### src/design/inorder_completion_tracker_core_defines.svh
// Assertion macros used by the in-order completion tracker controller.
`ifndef INORDER_COMPLETION_TRACKER_CORE_DEFINES_SVH
`define INORDER_COMPLETION_TRACKER_CORE_DEFINES_SVH

// Same-cycle implication, checked on every rising clock edge outside reset.
`define ICT_ASSERT_NOW(label, ante, cons, msg) \
    label: assert property (@(posedge clk) disable iff (!rst_n) (ante) |-> (cons)) \
        else $error(msg);

// Next-cycle implication, checked on every rising clock edge outside reset.
`define ICT_ASSERT_NEXT(label, ante, cons, msg) \
    label: assert property (@(posedge clk) disable iff (!rst_n) (ante) |=> (cons)) \
        else $error(msg);

`endif

### src/design/ict_pkg.sv
// Shared constants, codes and types of the in-order completion tracker.
package ict_pkg;

    // Capacity of the record chain and derived widths.
    localparam int DEPTH  = 64;
    localparam int IDX_W  = (DEPTH > 1) ? $clog2(DEPTH) : 1;
    localparam int CNT_W  = $clog2(DEPTH + 1);
    localparam int SEQ_W  = 32;
    localparam int TAG_W  = 16;
    localparam int OP_W   = 2;
    localparam int KIND_W = 3;

    // Command opcodes.
    localparam logic [OP_W-1:0] OP_ISSUE    = 2'd0;
    localparam logic [OP_W-1:0] OP_COMPLETE = 2'd1;
    localparam logic [OP_W-1:0] OP_FLUSH    = 2'd2;

    // Result kinds.
    localparam logic [KIND_W-1:0] KIND_ISSUED   = 3'd0;
    localparam logic [KIND_W-1:0] KIND_RELEASED = 3'd1;
    localparam logic [KIND_W-1:0] KIND_DONE     = 3'd2;
    localparam logic [KIND_W-1:0] KIND_FULL     = 3'd3;
    localparam logic [KIND_W-1:0] KIND_WINDOW   = 3'd4;

    // Controller states.
    typedef enum logic [1:0] {
        S_IDLE,
        S_DECODE,
        S_SCAN,
        S_RETIRE
    } state_t;

    // One stored write record.
    typedef struct packed {
        logic             active;
        logic             lfb;
        logic [TAG_W-1:0] tag;
    } rec_t;

    // Control broadcast from the controller to every cell.
    typedef struct packed {
        logic             shift;
        logic             issue_we;
        logic             mark_en;
        logic             scan_load;
        logic             scan_shift;
        logic [CNT_W-1:0] wr_pos;
        logic [CNT_W-1:0] mark_lo;
        logic [CNT_W-1:0] mark_hi;
        logic [TAG_W-1:0] tag;
        logic             lfb;
    } cell_ctrl_t;

endpackage

### src/design/ict_cmd_if.sv
// Command channel interface of the completion tracker.
interface ict_cmd_if;
    logic                        valid;
    logic                        ready;
    logic [ict_pkg::OP_W-1:0]    opcode;
    logic [ict_pkg::TAG_W-1:0]   block_tag;
    logic                        last_for_block;
    logic [ict_pkg::SEQ_W-1:0]   range_begin;
    logic [ict_pkg::SEQ_W-1:0]   range_end;

    modport source (
        output valid, opcode, block_tag, last_for_block, range_begin, range_end,
        input  ready
    );

    modport sink (
        input  valid, opcode, block_tag, last_for_block, range_begin, range_end,
        output ready
    );
endinterface

### src/design/ict_res_if.sv
// Result channel interface of the completion tracker.
interface ict_res_if;
    logic                        valid;
    logic                        ready;
    logic [ict_pkg::KIND_W-1:0]  kind;
    logic [ict_pkg::SEQ_W-1:0]   sequence_res;
    logic [ict_pkg::TAG_W-1:0]   released_tag;
    logic [ict_pkg::CNT_W-1:0]   outstanding;
    logic                        last;

    modport source (
        output valid, kind, sequence_res, released_tag, outstanding, last,
        input  ready
    );

    modport sink (
        input  valid, kind, sequence_res, released_tag, outstanding, last,
        output ready
    );
endinterface

### src/design/ict_cell.sv
// One cell of the record chain: holds the record at a fixed offset from the head.
module ict_cell (
    input  logic                        clk,
    input  logic                        rst_n,
    input  logic [ict_pkg::IDX_W-1:0]   idx,
    input  ict_pkg::cell_ctrl_t         ctrl,
    input  ict_pkg::rec_t               up_rec,
    input  logic                        up_scan,
    output ict_pkg::rec_t               rec,
    output logic                        scan
);

    logic                        active_reg;
    logic                        active_next;
    logic                        lfb_reg;
    logic                        lfb_next;
    logic [ict_pkg::TAG_W-1:0]   tag_reg;
    logic [ict_pkg::TAG_W-1:0]   tag_next;
    logic                        scan_reg;
    logic                        scan_next;
    logic [ict_pkg::CNT_W-1:0]   pos;
    logic                        hit_wr;
    logic                        hit_mark;
    logic                        marked_active;

    // Offset of this cell from the head, compared against the broadcast positions.
    assign pos      = ict_pkg::CNT_W'(idx);
    assign hit_wr   = ctrl.issue_we && (pos == ctrl.wr_pos);
    assign hit_mark = ctrl.mark_en && (pos >= ctrl.mark_lo) && (pos <= ctrl.mark_hi);
    assign marked_active = active_reg && !hit_mark;

    // Record update: shift toward the head on retire, write on issue, clear on completion.
    always_comb
    begin
        active_next = active_reg;
        lfb_next    = lfb_reg;
        tag_next    = tag_reg;
        if (ctrl.shift)
        begin
            active_next = up_rec.active;
            lfb_next    = up_rec.lfb;
            tag_next    = up_rec.tag;
        end
        else if (hit_wr)
        begin
            active_next = 1'b1;
            lfb_next    = ctrl.lfb;
            tag_next    = ctrl.tag;
        end
        else if (ctrl.mark_en)
        begin
            active_next = marked_active;
        end
    end

    // Scan bit: a copy of the post-completion marks that walks toward the head.
    always_comb
    begin
        scan_next = scan_reg;
        if (ctrl.scan_load)
        begin
            scan_next = marked_active;
        end
        else if (ctrl.scan_shift)
        begin
            scan_next = up_scan;
        end
    end

    // Control state of the cell.
    always_ff @(posedge clk or negedge rst_n)
    begin
        if (!rst_n)
        begin
            active_reg <= 1'b0;
            scan_reg   <= 1'b0;
        end
        else
        begin
            active_reg <= active_next;
            scan_reg   <= scan_next;
        end
    end

    // Payload of the cell, undefined until written.
    always_ff @(posedge clk)
    begin
        lfb_reg <= lfb_next;
        tag_reg <= tag_next;
    end

    assign rec.active = active_reg;
    assign rec.lfb    = lfb_reg;
    assign rec.tag    = tag_reg;
    assign scan       = scan_reg;

endmodule

### src/design/ict_ctrl.sv
// Controller of the completion tracker: sequencing, head and count, result register.
`include "inorder_completion_tracker_core_defines.svh"

module ict_ctrl (
    input  logic                  clk,
    input  logic                  rst_n,
    ict_cmd_if.sink               cmd,
    ict_res_if.source             res,
    input  ict_pkg::rec_t         head_rec,
    input  logic                  head_scan,
    output ict_pkg::cell_ctrl_t   cell_ctrl
);

    ict_pkg::state_t               state_reg, state_next;
    logic [ict_pkg::SEQ_W-1:0]     head_reg, head_next;
    logic [ict_pkg::CNT_W-1:0]     held_reg, held_next;
    logic [ict_pkg::CNT_W-1:0]     cnt_reg, cnt_next;
    logic [ict_pkg::CNT_W-1:0]     rem_reg, rem_next;
    logic [ict_pkg::CNT_W-1:0]     outst_reg, outst_next;

    // Latched command.
    logic [ict_pkg::OP_W-1:0]      op_reg, op_next;
    logic [ict_pkg::TAG_W-1:0]     tag_reg, tag_next;
    logic                          lfb_reg, lfb_next;
    logic [ict_pkg::SEQ_W-1:0]     rb_reg, rb_next;
    logic [ict_pkg::SEQ_W-1:0]     ob_reg, ob_next;
    logic [ict_pkg::SEQ_W-1:0]     oe_reg, oe_next;

    // Result register.
    logic                          out_valid_reg, out_valid_next;
    logic [ict_pkg::KIND_W-1:0]    kind_reg, kind_next;
    logic [ict_pkg::SEQ_W-1:0]     seq_reg, seq_next;
    logic [ict_pkg::TAG_W-1:0]     rtag_reg, rtag_next;
    logic [ict_pkg::CNT_W-1:0]     ocnt_reg, ocnt_next;
    logic                          last_reg, last_next;

    // Result about to be loaded.
    logic                          emit;
    logic [ict_pkg::KIND_W-1:0]    emit_kind;
    logic [ict_pkg::SEQ_W-1:0]     emit_seq;
    logic [ict_pkg::TAG_W-1:0]     emit_tag;
    logic [ict_pkg::CNT_W-1:0]     emit_ocnt;
    logic                          emit_last;

    logic                          out_free;
    logic [ict_pkg::SEQ_W-1:0]     seq_tail;
    logic                          reject;
    logic                          full;

    assign out_free = !out_valid_reg || res.ready;
    assign seq_tail = head_reg + ict_pkg::SEQ_W'(held_reg);
    assign full     = (held_reg == ict_pkg::CNT_W'(ict_pkg::DEPTH));

    // Window check of a completion range, on offsets from the head.
    assign reject = (held_reg == '0)
                 || (ob_reg >= ict_pkg::SEQ_W'(held_reg))
                 || (oe_reg >= ict_pkg::SEQ_W'(held_reg))
                 || (ob_reg > oe_reg);

    // Next state, cell control and result generation.
    always_comb
    begin
        state_next = state_reg;
        head_next  = head_reg;
        held_next  = held_reg;
        cnt_next   = cnt_reg;
        rem_next   = rem_reg;
        outst_next = outst_reg;
        op_next    = op_reg;
        tag_next   = tag_reg;
        lfb_next   = lfb_reg;
        rb_next    = rb_reg;
        ob_next    = ob_reg;
        oe_next    = oe_reg;

        emit      = 1'b0;
        emit_kind = ict_pkg::KIND_ISSUED;
        emit_seq  = seq_tail;
        emit_tag  = '0;
        emit_ocnt = held_reg;
        emit_last = 1'b1;

        cell_ctrl         = '0;
        cell_ctrl.wr_pos  = held_reg;
        cell_ctrl.mark_lo = ob_reg[ict_pkg::CNT_W-1:0];
        cell_ctrl.mark_hi = oe_reg[ict_pkg::CNT_W-1:0];
        cell_ctrl.tag     = tag_reg;
        cell_ctrl.lfb     = lfb_reg;

        case (state_reg)
            ict_pkg::S_IDLE:
            begin
                if (cmd.valid)
                begin
                    op_next    = cmd.opcode;
                    tag_next   = cmd.block_tag;
                    lfb_next   = cmd.last_for_block;
                    rb_next    = cmd.range_begin;
                    ob_next    = cmd.range_begin - head_reg;
                    oe_next    = cmd.range_end - head_reg;
                    state_next = ict_pkg::S_DECODE;
                end
            end

            ict_pkg::S_DECODE:
            begin
                case (op_reg)
                    ict_pkg::OP_ISSUE:
                    begin
                        if (out_free)
                        begin
                            emit = 1'b1;
                            if (full)
                            begin
                                emit_kind = ict_pkg::KIND_FULL;
                            end
                            else
                            begin
                                cell_ctrl.issue_we = 1'b1;
                                held_next = held_reg + ict_pkg::CNT_W'(1);
                                emit_ocnt = held_reg + ict_pkg::CNT_W'(1);
                            end
                            state_next = ict_pkg::S_IDLE;
                        end
                    end
                    ict_pkg::OP_COMPLETE:
                    begin
                        if (reject)
                        begin
                            if (out_free)
                            begin
                                emit       = 1'b1;
                                emit_kind  = ict_pkg::KIND_WINDOW;
                                emit_seq   = rb_reg;
                                state_next = ict_pkg::S_IDLE;
                            end
                        end
                        else
                        begin
                            cell_ctrl.mark_en   = 1'b1;
                            cell_ctrl.scan_load = 1'b1;
                            cnt_next   = '0;
                            state_next = ict_pkg::S_SCAN;
                        end
                    end
                    ict_pkg::OP_FLUSH:
                    begin
                        if (held_reg == '0)
                        begin
                            state_next = ict_pkg::S_IDLE;
                        end
                        else
                        begin
                            rem_next   = held_reg;
                            outst_next = '0;
                            state_next = ict_pkg::S_RETIRE;
                        end
                    end
                    default:
                    begin
                        state_next = ict_pkg::S_IDLE;
                    end
                endcase
            end

            // Count the inactive records at the head, one cell per cycle.
            ict_pkg::S_SCAN:
            begin
                if ((cnt_reg == held_reg) || head_scan)
                begin
                    if (cnt_reg == '0)
                    begin
                        state_next = ict_pkg::S_IDLE;
                    end
                    else
                    begin
                        rem_next   = cnt_reg;
                        outst_next = held_reg - cnt_reg;
                        state_next = ict_pkg::S_RETIRE;
                    end
                end
                else
                begin
                    cell_ctrl.scan_shift = 1'b1;
                    cnt_next = cnt_reg + ict_pkg::CNT_W'(1);
                end
            end

            // Retire the head record, one per free output slot.
            ict_pkg::S_RETIRE:
            begin
                if (out_free)
                begin
                    emit      = 1'b1;
                    emit_kind = head_rec.lfb ? ict_pkg::KIND_RELEASED : ict_pkg::KIND_DONE;
                    emit_seq  = head_reg;
                    emit_tag  = head_rec.lfb ? head_rec.tag : '0;
                    emit_ocnt = outst_reg;
                    emit_last = (rem_reg == ict_pkg::CNT_W'(1));
                    cell_ctrl.shift = 1'b1;
                    head_next = head_reg + ict_pkg::SEQ_W'(1);
                    held_next = held_reg - ict_pkg::CNT_W'(1);
                    rem_next  = rem_reg - ict_pkg::CNT_W'(1);
                    if (rem_reg == ict_pkg::CNT_W'(1))
                    begin
                        state_next = ict_pkg::S_IDLE;
                    end
                end
            end

            default:
            begin
                state_next = ict_pkg::S_IDLE;
            end
        endcase

        // Result register load or drain.
        out_valid_next = out_valid_reg && !res.ready;
        kind_next      = kind_reg;
        seq_next       = seq_reg;
        rtag_next      = rtag_reg;
        ocnt_next      = ocnt_reg;
        last_next      = last_reg;
        if (emit)
        begin
            out_valid_next = 1'b1;
            kind_next      = emit_kind;
            seq_next       = emit_seq;
            rtag_next      = emit_tag;
            ocnt_next      = emit_ocnt;
            last_next      = emit_last;
        end
    end

    // Control registers.
    always_ff @(posedge clk or negedge rst_n)
    begin
        if (!rst_n)
        begin
            state_reg     <= ict_pkg::S_IDLE;
            head_reg      <= '0;
            held_reg      <= '0;
            cnt_reg       <= '0;
            rem_reg       <= '0;
            outst_reg     <= '0;
            out_valid_reg <= 1'b0;
        end
        else
        begin
            state_reg     <= state_next;
            head_reg      <= head_next;
            held_reg      <= held_next;
            cnt_reg       <= cnt_next;
            rem_reg       <= rem_next;
            outst_reg     <= outst_next;
            out_valid_reg <= out_valid_next;
        end
    end

    // Payload registers.
    always_ff @(posedge clk)
    begin
        op_reg   <= op_next;
        tag_reg  <= tag_next;
        lfb_reg  <= lfb_next;
        rb_reg   <= rb_next;
        ob_reg   <= ob_next;
        oe_reg   <= oe_next;
        kind_reg <= kind_next;
        seq_reg  <= seq_next;
        rtag_reg <= rtag_next;
        ocnt_reg <= ocnt_next;
        last_reg <= last_next;
    end

    assign cmd.ready        = (state_reg == ict_pkg::S_IDLE);
    assign res.valid        = out_valid_reg;
    assign res.kind         = kind_reg;
    assign res.sequence_res = seq_reg;
    assign res.released_tag = rtag_reg;
    assign res.outstanding  = ocnt_reg;
    assign res.last         = last_reg;

    // The record count never exceeds the chain capacity.
    `ICT_ASSERT_NOW(a_held_bound, 1'b1, held_reg <= ict_pkg::CNT_W'(ict_pkg::DEPTH), "record count exceeds capacity")

    // Retiring always has records left to retire, and no more than are held.
    `ICT_ASSERT_NOW(a_retire_rem, state_reg == ict_pkg::S_RETIRE, (rem_reg != '0) && (rem_reg <= held_reg), "retire count out of range")

    // The final retire of an item leaves exactly the count reported in its results.
    `ICT_ASSERT_NEXT(a_retire_end, (state_reg == ict_pkg::S_RETIRE) && out_free && (rem_reg == ict_pkg::CNT_W'(1)), (state_reg == ict_pkg::S_IDLE) && (held_reg == ocnt_reg) && res.valid && res.last, "final retire count mismatch")

    // The scan never runs past the held records.
    `ICT_ASSERT_NOW(a_scan_bound, state_reg == ict_pkg::S_SCAN, cnt_reg <= held_reg, "scan ran past held records")

endmodule

### src/design/inorder_completion_tracker_core.sv
// The tracker takes one transaction at a time: a command is accepted only in the idle state.
// An issue or a rejected completion is decoded and then loads its result once the result
// register is free; a completion scans the head cells one per cycle and then retires the
// inactive head records, and a flush retires every held record, one per free output slot.
// A stall on the result channel holds the decode result and each retire.
// Reset clears the active marks, head sequence and record count; tags are not reset.
module inorder_completion_tracker_core (
    input  logic        clk,
    input  logic        rst_n,
    ict_cmd_if.sink     cmd,
    ict_res_if.source   res
);

    ict_pkg::rec_t        rec  [ict_pkg::DEPTH];
    logic                 scan [ict_pkg::DEPTH];
    ict_pkg::cell_ctrl_t  cell_ctrl;

    // Chain of record cells; cell 0 holds the head record.
    for (genvar i = 0; i < ict_pkg::DEPTH; i++)
    begin : g_cell
        ict_pkg::rec_t up_rec;
        logic          up_scan;

        if (i == ict_pkg::DEPTH - 1)
        begin : g_top
            assign up_rec  = '0;
            assign up_scan = 1'b0;
        end
        else
        begin : g_mid
            assign up_rec  = rec[i + 1];
            assign up_scan = scan[i + 1];
        end

        ict_cell u_cell (
            .clk     (clk),
            .rst_n   (rst_n),
            .idx     (ict_pkg::IDX_W'(i)),
            .ctrl    (cell_ctrl),
            .up_rec  (up_rec),
            .up_scan (up_scan),
            .rec     (rec[i]),
            .scan    (scan[i])
        );
    end

    // Sequencing, head tracking and result register.
    ict_ctrl u_ctrl (
        .clk       (clk),
        .rst_n     (rst_n),
        .cmd       (cmd),
        .res       (res),
        .head_rec  (rec[0]),
        .head_scan (scan[0]),
        .cell_ctrl (cell_ctrl)
    );

endmodule
### src/flat_wrapper.sv
// flat-port wrapper written by rule: the top's interface ports become plain ports
module inorder_completion_tracker_core_flat 
  (clk, rst_n, cmd_valid, cmd_opcode, cmd_block_tag, cmd_last_for_block, cmd_range_begin, cmd_range_end, cmd_ready, res_valid, res_kind, res_sequence_res, res_released_tag, res_outstanding, res_last, res_ready);
  ict_cmd_if cmd_i ();
  ict_res_if res_i ();
  input  logic clk;
  input  logic rst_n;
  input wire logic [$bits(cmd_i.valid)-1:0] cmd_valid;
  input wire logic [$bits(cmd_i.opcode)-1:0] cmd_opcode;
  input wire logic [$bits(cmd_i.block_tag)-1:0] cmd_block_tag;
  input wire logic [$bits(cmd_i.last_for_block)-1:0] cmd_last_for_block;
  input wire logic [$bits(cmd_i.range_begin)-1:0] cmd_range_begin;
  input wire logic [$bits(cmd_i.range_end)-1:0] cmd_range_end;
  output wire logic [$bits(cmd_i.ready)-1:0] cmd_ready;
  output wire logic [$bits(res_i.valid)-1:0] res_valid;
  output wire logic [$bits(res_i.kind)-1:0] res_kind;
  output wire logic [$bits(res_i.sequence_res)-1:0] res_sequence_res;
  output wire logic [$bits(res_i.released_tag)-1:0] res_released_tag;
  output wire logic [$bits(res_i.outstanding)-1:0] res_outstanding;
  output wire logic [$bits(res_i.last)-1:0] res_last;
  input wire logic [$bits(res_i.ready)-1:0] res_ready;
  assign cmd_i.valid = cmd_valid;
  assign cmd_i.opcode = cmd_opcode;
  assign cmd_i.block_tag = cmd_block_tag;
  assign cmd_i.last_for_block = cmd_last_for_block;
  assign cmd_i.range_begin = cmd_range_begin;
  assign cmd_i.range_end = cmd_range_end;
  assign cmd_ready = cmd_i.ready;
  assign res_valid = res_i.valid;
  assign res_kind = res_i.kind;
  assign res_sequence_res = res_i.sequence_res;
  assign res_released_tag = res_i.released_tag;
  assign res_outstanding = res_i.outstanding;
  assign res_last = res_i.last;
  assign res_i.ready = res_ready;
  inorder_completion_tracker_core u_core (.clk(clk), .rst_n(rst_n), .cmd(cmd_i), .res(res_i));
endmodule
### config.mk
export PLATFORM = sky130hd
export DESIGN_NAME = inorder_completion_tracker_core_flat
export DESIGN_NICKNAME = d
export VERILOG_FILES = /design/src/design/ict_pkg.sv /design/src/design/ict_cmd_if.sv /design/src/design/ict_res_if.sv /design/src/design/ict_cell.sv /design/src/design/ict_ctrl.sv /design/src/design/inorder_completion_tracker_core.sv /design/src/flat_wrapper.sv
export VERILOG_INCLUDE_DIRS = /design/src /design/src/design
export SDC_FILE = /design/constraint.sdc
export NUM_CORES = 2
export LEC_CHECK = 0
export CORE_UTILIZATION = 38
export CTS_BUF_LIST = sky130_fd_sc_hd__clkbuf_8 sky130_fd_sc_hd__clkbuf_16
export CTS_CLUSTER_SIZE = 40
export DETAILED_ROUTE_END_ITERATION = 10
export DONT_BUFFER_PORTS = 1
export GPL_ROUTABILITY_DRIVEN = 0
export SETUP_SLACK_MARGIN = 0.4
export SLEW_MARGIN = 0
export SYNTH_ARGS = -nofsm -noshare
export SYNTH_HDL_FRONTEND = slang
export SYNTH_HIERARCHICAL = 1
export SYNTH_SLANG_ARGS = --single-unit
### constraint.sdc
create_clock -name clk -period 20.1 [get_ports clk]
set_clock_uncertainty 0.2 [all_clocks]
set_input_delay 3.015 -clock clk [delete_from_list [all_inputs] [get_ports clk]]
set_output_delay 3.015 -clock clk [all_outputs]
set_load 0.05 [all_outputs]
# Yosys cells after proc, flatten, opt, wreduce, memory -nomap -nowiden
# Index checks and enable logic that the tools add are counted.
# totals
output_inout_bits	61
elab_cells	1597
register_bits	1453
in_bits	87
# classes
n_lt_le_gt_ge	131
n_eq_ne	81
reduce_logical	471
n_addsub	9
n_mux	631
# op_table
op	count
$mux W16	126
$mux W1	455
$logic_and A1 B1 Y1	257
$eq A6 B7 Y1 const A	32
$ge A6 B7 Y1 const A	32
$le A6 B7 Y1 const A	32
$reduce_bool A3 Y1	65
$reduce_bool A2 Y1	66
$mux W32	4
$mux W7	17
$eq A5 B7 Y1 const A	16
$ge A5 B7 Y1 const A	16
$le A5 B7 Y1 const A	16
$logic_not A1 Y1	66
$ge A32 B7 Y1	2
$pmux W32 S2	1
$sub A32 B32 Y32	2
$eq A4 B7 Y1 const A	8
$ge A4 B7 Y1 const A	8
$le A4 B7 Y1 const A	8
$pmux W7 S2	4
$add A32 B1 Y32 const B	1
$add A32 B7 Y32	1
$gt A32 B32 Y1	1
34 further kinds	87

# Logic depth before layout (Yosys ltp)
# depth
depth_word	14
ltp_mapped	15
mapped_depth_nobuf	14

# By module
# The synthesis kept the hierarchy.
# modules_own_cells
mod	seq_area_each_um2	instances	cells_each	area_each_um2
ict_cell	560.5	64	100	1226.2
ict_ctrl	6801.5	1	1440	14766.7
inorder_completion_tracker_core	0.0	1	2	7.5

# Worst setup path before layout
# No wires, ideal clock.
# synth_timing
path_kind	register -> register
from	register u_core/u_ctrl/held_reg[5] (netlist name)
to	register u_core.g_cell[0].u_cell.scan_reg
setup_ps	572
arrival_time_ps	15618
stages_incl_launch_ff	14
period_less_slack_ps	16390
slack_ps	3710
cell_sequence	dfrtp_1 > inv_1 > ha_1 > and3_1 > a31o_2 > or4_1 > nor3_1 > o21ai_1 > nor3_1 > buf_4 > nand2b_1 > or3_1 > o22ai_1 > a31oi_1
# synth_lines
element	line	rtl
start, declared	ict_ctrl.sv:16	logic [ict_pkg::CNT_W-1:0] held_reg, held_next;
start signal, assigned	ict_ctrl.sv:252	held_reg <= held_next;
end signal, assigned	ict_cell.sv:81	scan_reg <= scan_next;
end, declared	ict_cell.sv:19	logic scan_reg;

==> impl_summary.txt <==
----------------------------------------------------
[Floorplan]
  Row count ... 181
  Die area ... 247000 um^2
  Number of I/O pins ... between 100 and 150
  Effective utilization at floorplan ... 0.383
  Die Height ... 497 um
  Die width ... 497 um
  Std-Cell Core Area ... 244000 um^2

[GRT]
  Number of antenna violations at the first check in global routing ... 8
  Via count of the first global-routing pass ... 64.3k
  Pin count of the biggest net entering global routing ... roughly 230
  First-pass GRT wire length ... 355 mm
  Tot GR Track Use ... 0.180
  Total overflow reported by the global router ... 0

[Synth]
  Per-instance average area after synthesis ... 11.9 um^2
  Cell area after synthesis ... 93200 um^2
  Post-Syn Instances ... roughly 8k
  Yosys warns ... 6

[Clock tree]
  Clock transition at the registers of the reported paths ... 60 ps
  Post-CTS repair timing setup buffer count ... 0
  Number of gates resized after CTS ... 0
  Maximum clock path buffer count ... 3
  TritonCTS clock tree ... built
  Clock latency at the later pin of the worst-skew pair ... between 800 and 900 ps
  Number of sinks driven by the clock tree ... 1453
  Root Buffer ... sky130_fd_sc_hd__clkbuf_16
  Maximum level of the CTS H-tree ... 4
  TritonCTS buffer count ... 164
  # hold bufs at CTS ... 0

[STA]
  Endpoints failing hold ... 0
  RSZ-0062 raised after global routing ... no
  Max Slew Vio Count ... between 50 and 60
  Worst rel slew slack ... -0.0535
  Total Neg Setup Slack ... 0 ps
  Number of setup violations in the final report ... 0
  Post-route fraction of the period consumed by the critical path ... 0.413
  Least-Margin Pin Slew ... 1580 ps
  Minimum clock period after layout ... 8310 ps
  Fmax ... roughly 0.12 GHz

[Worst setup path]
  Launching element of the worst setup path ... res_ready
  Peak fanout along the critical path ... 126
  Max incr delay on CP ... 1000 ps
  Startpoint class of the critical path ... input pin
  Critical path arrival ... 8680 ps
  Setup Crit Path Kind ... input pin to flop
  Worst Path Required ... 20460 ps
  Capturing point of the worst reg2reg path ... u_core/g_cell[58].u_cell/lfb_reg$_DFFE_PP_
  Startpoint of the worst-slack reg-to-reg timing path ... u_core/u_ctrl/state_reg[0]$_DFFE_PN0P_
  Cell type group with the largest total delay on the critical path ... buffers and inverters
  Buffers plus inverters on the worst setup path ... 6
  Reg-to-reg slack, setup ... 13090 ps
  Worst Reg2Reg Path Length in Cells ... 11
  Most common cell type on the critical path ... sky130_fd_sc_hd__buf_4
  CP max stage cell ... sky130_fd_sc_hd__buf_4
  Sequence of cells on the critical path ... nand2b_1 -> nand2_1 -> buf_4 -> inv_8 -> buf_4 -> buf_4 -> buf_4 -> buf_4 -> mux2_2
  Critical path capture point type ... flop

[Finish]
  Flip-flop count of the largest register, all copies and words added ... 1024
  Syn-to-layout area delta ... 13.3%
  Layout cell share with drive strength beyond 1 ... 0.180
  Layout net count ... 9872
  Commonest cells after routing, fill and taps aside ... sky130_fd_sc_hd__edfxtp_1 (1262), sky130_fd_sc_hd__mux2_2 (1153), sky130_fd_sc_hd__conb_1 (1108), sky130_fd_sc_hd__inv_1 (904), sky130_fd_sc_hd__ha_1 (897)
  Filler Cell Count ... 22.5k
  Final std cells w/o fill ... around 12k
  Most common cell after layout, fill and taps aside ... sky130_fd_sc_hd__edfxtp_1

[Place]
  Quantity of I/O buffers inserted on ports ... 0
  Instance count after placement with tap cells included ... 11.9k
  Detailed Place HPWL ... between 100 and 150 mm

[Flow run]
  Max-cap violations ... 0

[Route]
  Post-DR vias/cell ... 5.11
  Number of nets with antenna violations after detailed routing ... 0
  Routed length per placed instance ... 18.4 um
  Overall routed net length ... 224 mm
  Via count ... roughly 62k
  Violation count after the first detailed-routing iteration ... 3570
  Count of TritonRoute iterations in the first routing pass ... 6
  Number of remaining DRC errors ... 0

[Run status]
  Violated checks ... slew limit
  Outcome ... finished, violations left

[Min path]
  Destination of the worst hold path ... u_core/u_ctrl/outst_reg[6]$_DFFE_PN0P_
  Min-Delay Path Class ... flop to flop
  Hold Crit Start ... u_core/u_ctrl/outst_reg[6]$_DFFE_PN0P_
  WHS Path Cells ... 2

[Power]
  Worst VDD drop ... 0.0944 mV
  Leak Pwr ... about 42 nW
  Pwr/cell area ... 117 nW/um^2

----------------------------------------------------
-- worst min-delay path: stages, from the launching register on --
cell and delay [ps]:
sky130_fd_sc_hd__dfrtp_1 350, sky130_fd_sc_hd__nand2_1 50, sky130_fd_sc_hd__o21ai_0 60
-- worst max-delay path by stage --
stage	endpoint	depth (start not counted)
5_1_grt	u_core/g_cell[60].u_cell/tag_reg[1]$_DFFE_PP_	9
3_3_place_gp	u_core/g_cell[58].u_cell/tag_reg[4]$_DFFE_PP_	9
2_1_floorplan	u_core/g_cell[0].u_cell/scan$_DFFE_PN0P_	13
6_report	u_core/g_cell[58].u_cell/lfb_reg$_DFFE_PP_	9
4_1_cts	u_core/g_cell[63].u_cell/tag_reg[15]$_DFFE_PP_	9
3_5_place_dp	u_core/g_cell[59].u_cell/tag_reg[13]$_DFFE_PP_	9
-- layer usage --
layer	global-route usage	share of wire	wire, um
met5	0	0.00017	39
met4	0.0597	0.030	6710
met3	0.0264	0.037	8410
met2	0.321	0.50	112000
met1	0.220	0.43	97400
-- where the power goes --
group / leakage [nW] / internal, mW / switching [mW] / total (mW)
Sequential: 13.5 / 4.41 / 0.471 / 4.88
Combinational: 26.2 / 1.85 / 2.67 / 4.52
Clock: 2.68 / 1.68 / 1.30 / 2.98
-- metrics by stage --
| step | setup WS, ps | util | area, um^2 | total power [mW] | hold WS [ps] |
|---|---|---|---|---|---|
| final | 11790 | 0.433 | 106000 | 12.4 | 295 |
| after global placement | 11140 | 0.411 | 100000 | 9.26 | 271 |
| after detailed placement | 11070 | 0.411 | 100000 | 9.46 | 281 |
| after global routing | 11590 | 0.433 | 106000 | 13.1 | 315 |
| after floorplan | 3710 | - | 97400 | 8.23 | 249 |
| after CTS | 11970 | 0.433 | 106000 | 12.5 | 294 |
-- area by class of cell --
| type | count | area, um^2 | area share |
|---|---|---|---|
| Antenna cell | 5 | 12.5 | 0.000118 |
| Clock buffer | 167 | 4160 | 0.0394 |
| Clock inverter | 129 | 1220 | 0.0116 |
| Inverter | 881 | 3320 | 0.0314 |
| Multi-Input combinational cell | 6306 | 49600 | 0.469 |
| Sequential cell | 1453 | 42700 | 0.404 |
| Tap cell | 3202 | 4010 | 0.0379 |
| Timing Repair Buffer | 78 | 623 | 0.00590 |
(Power assumes the default switching activity.)
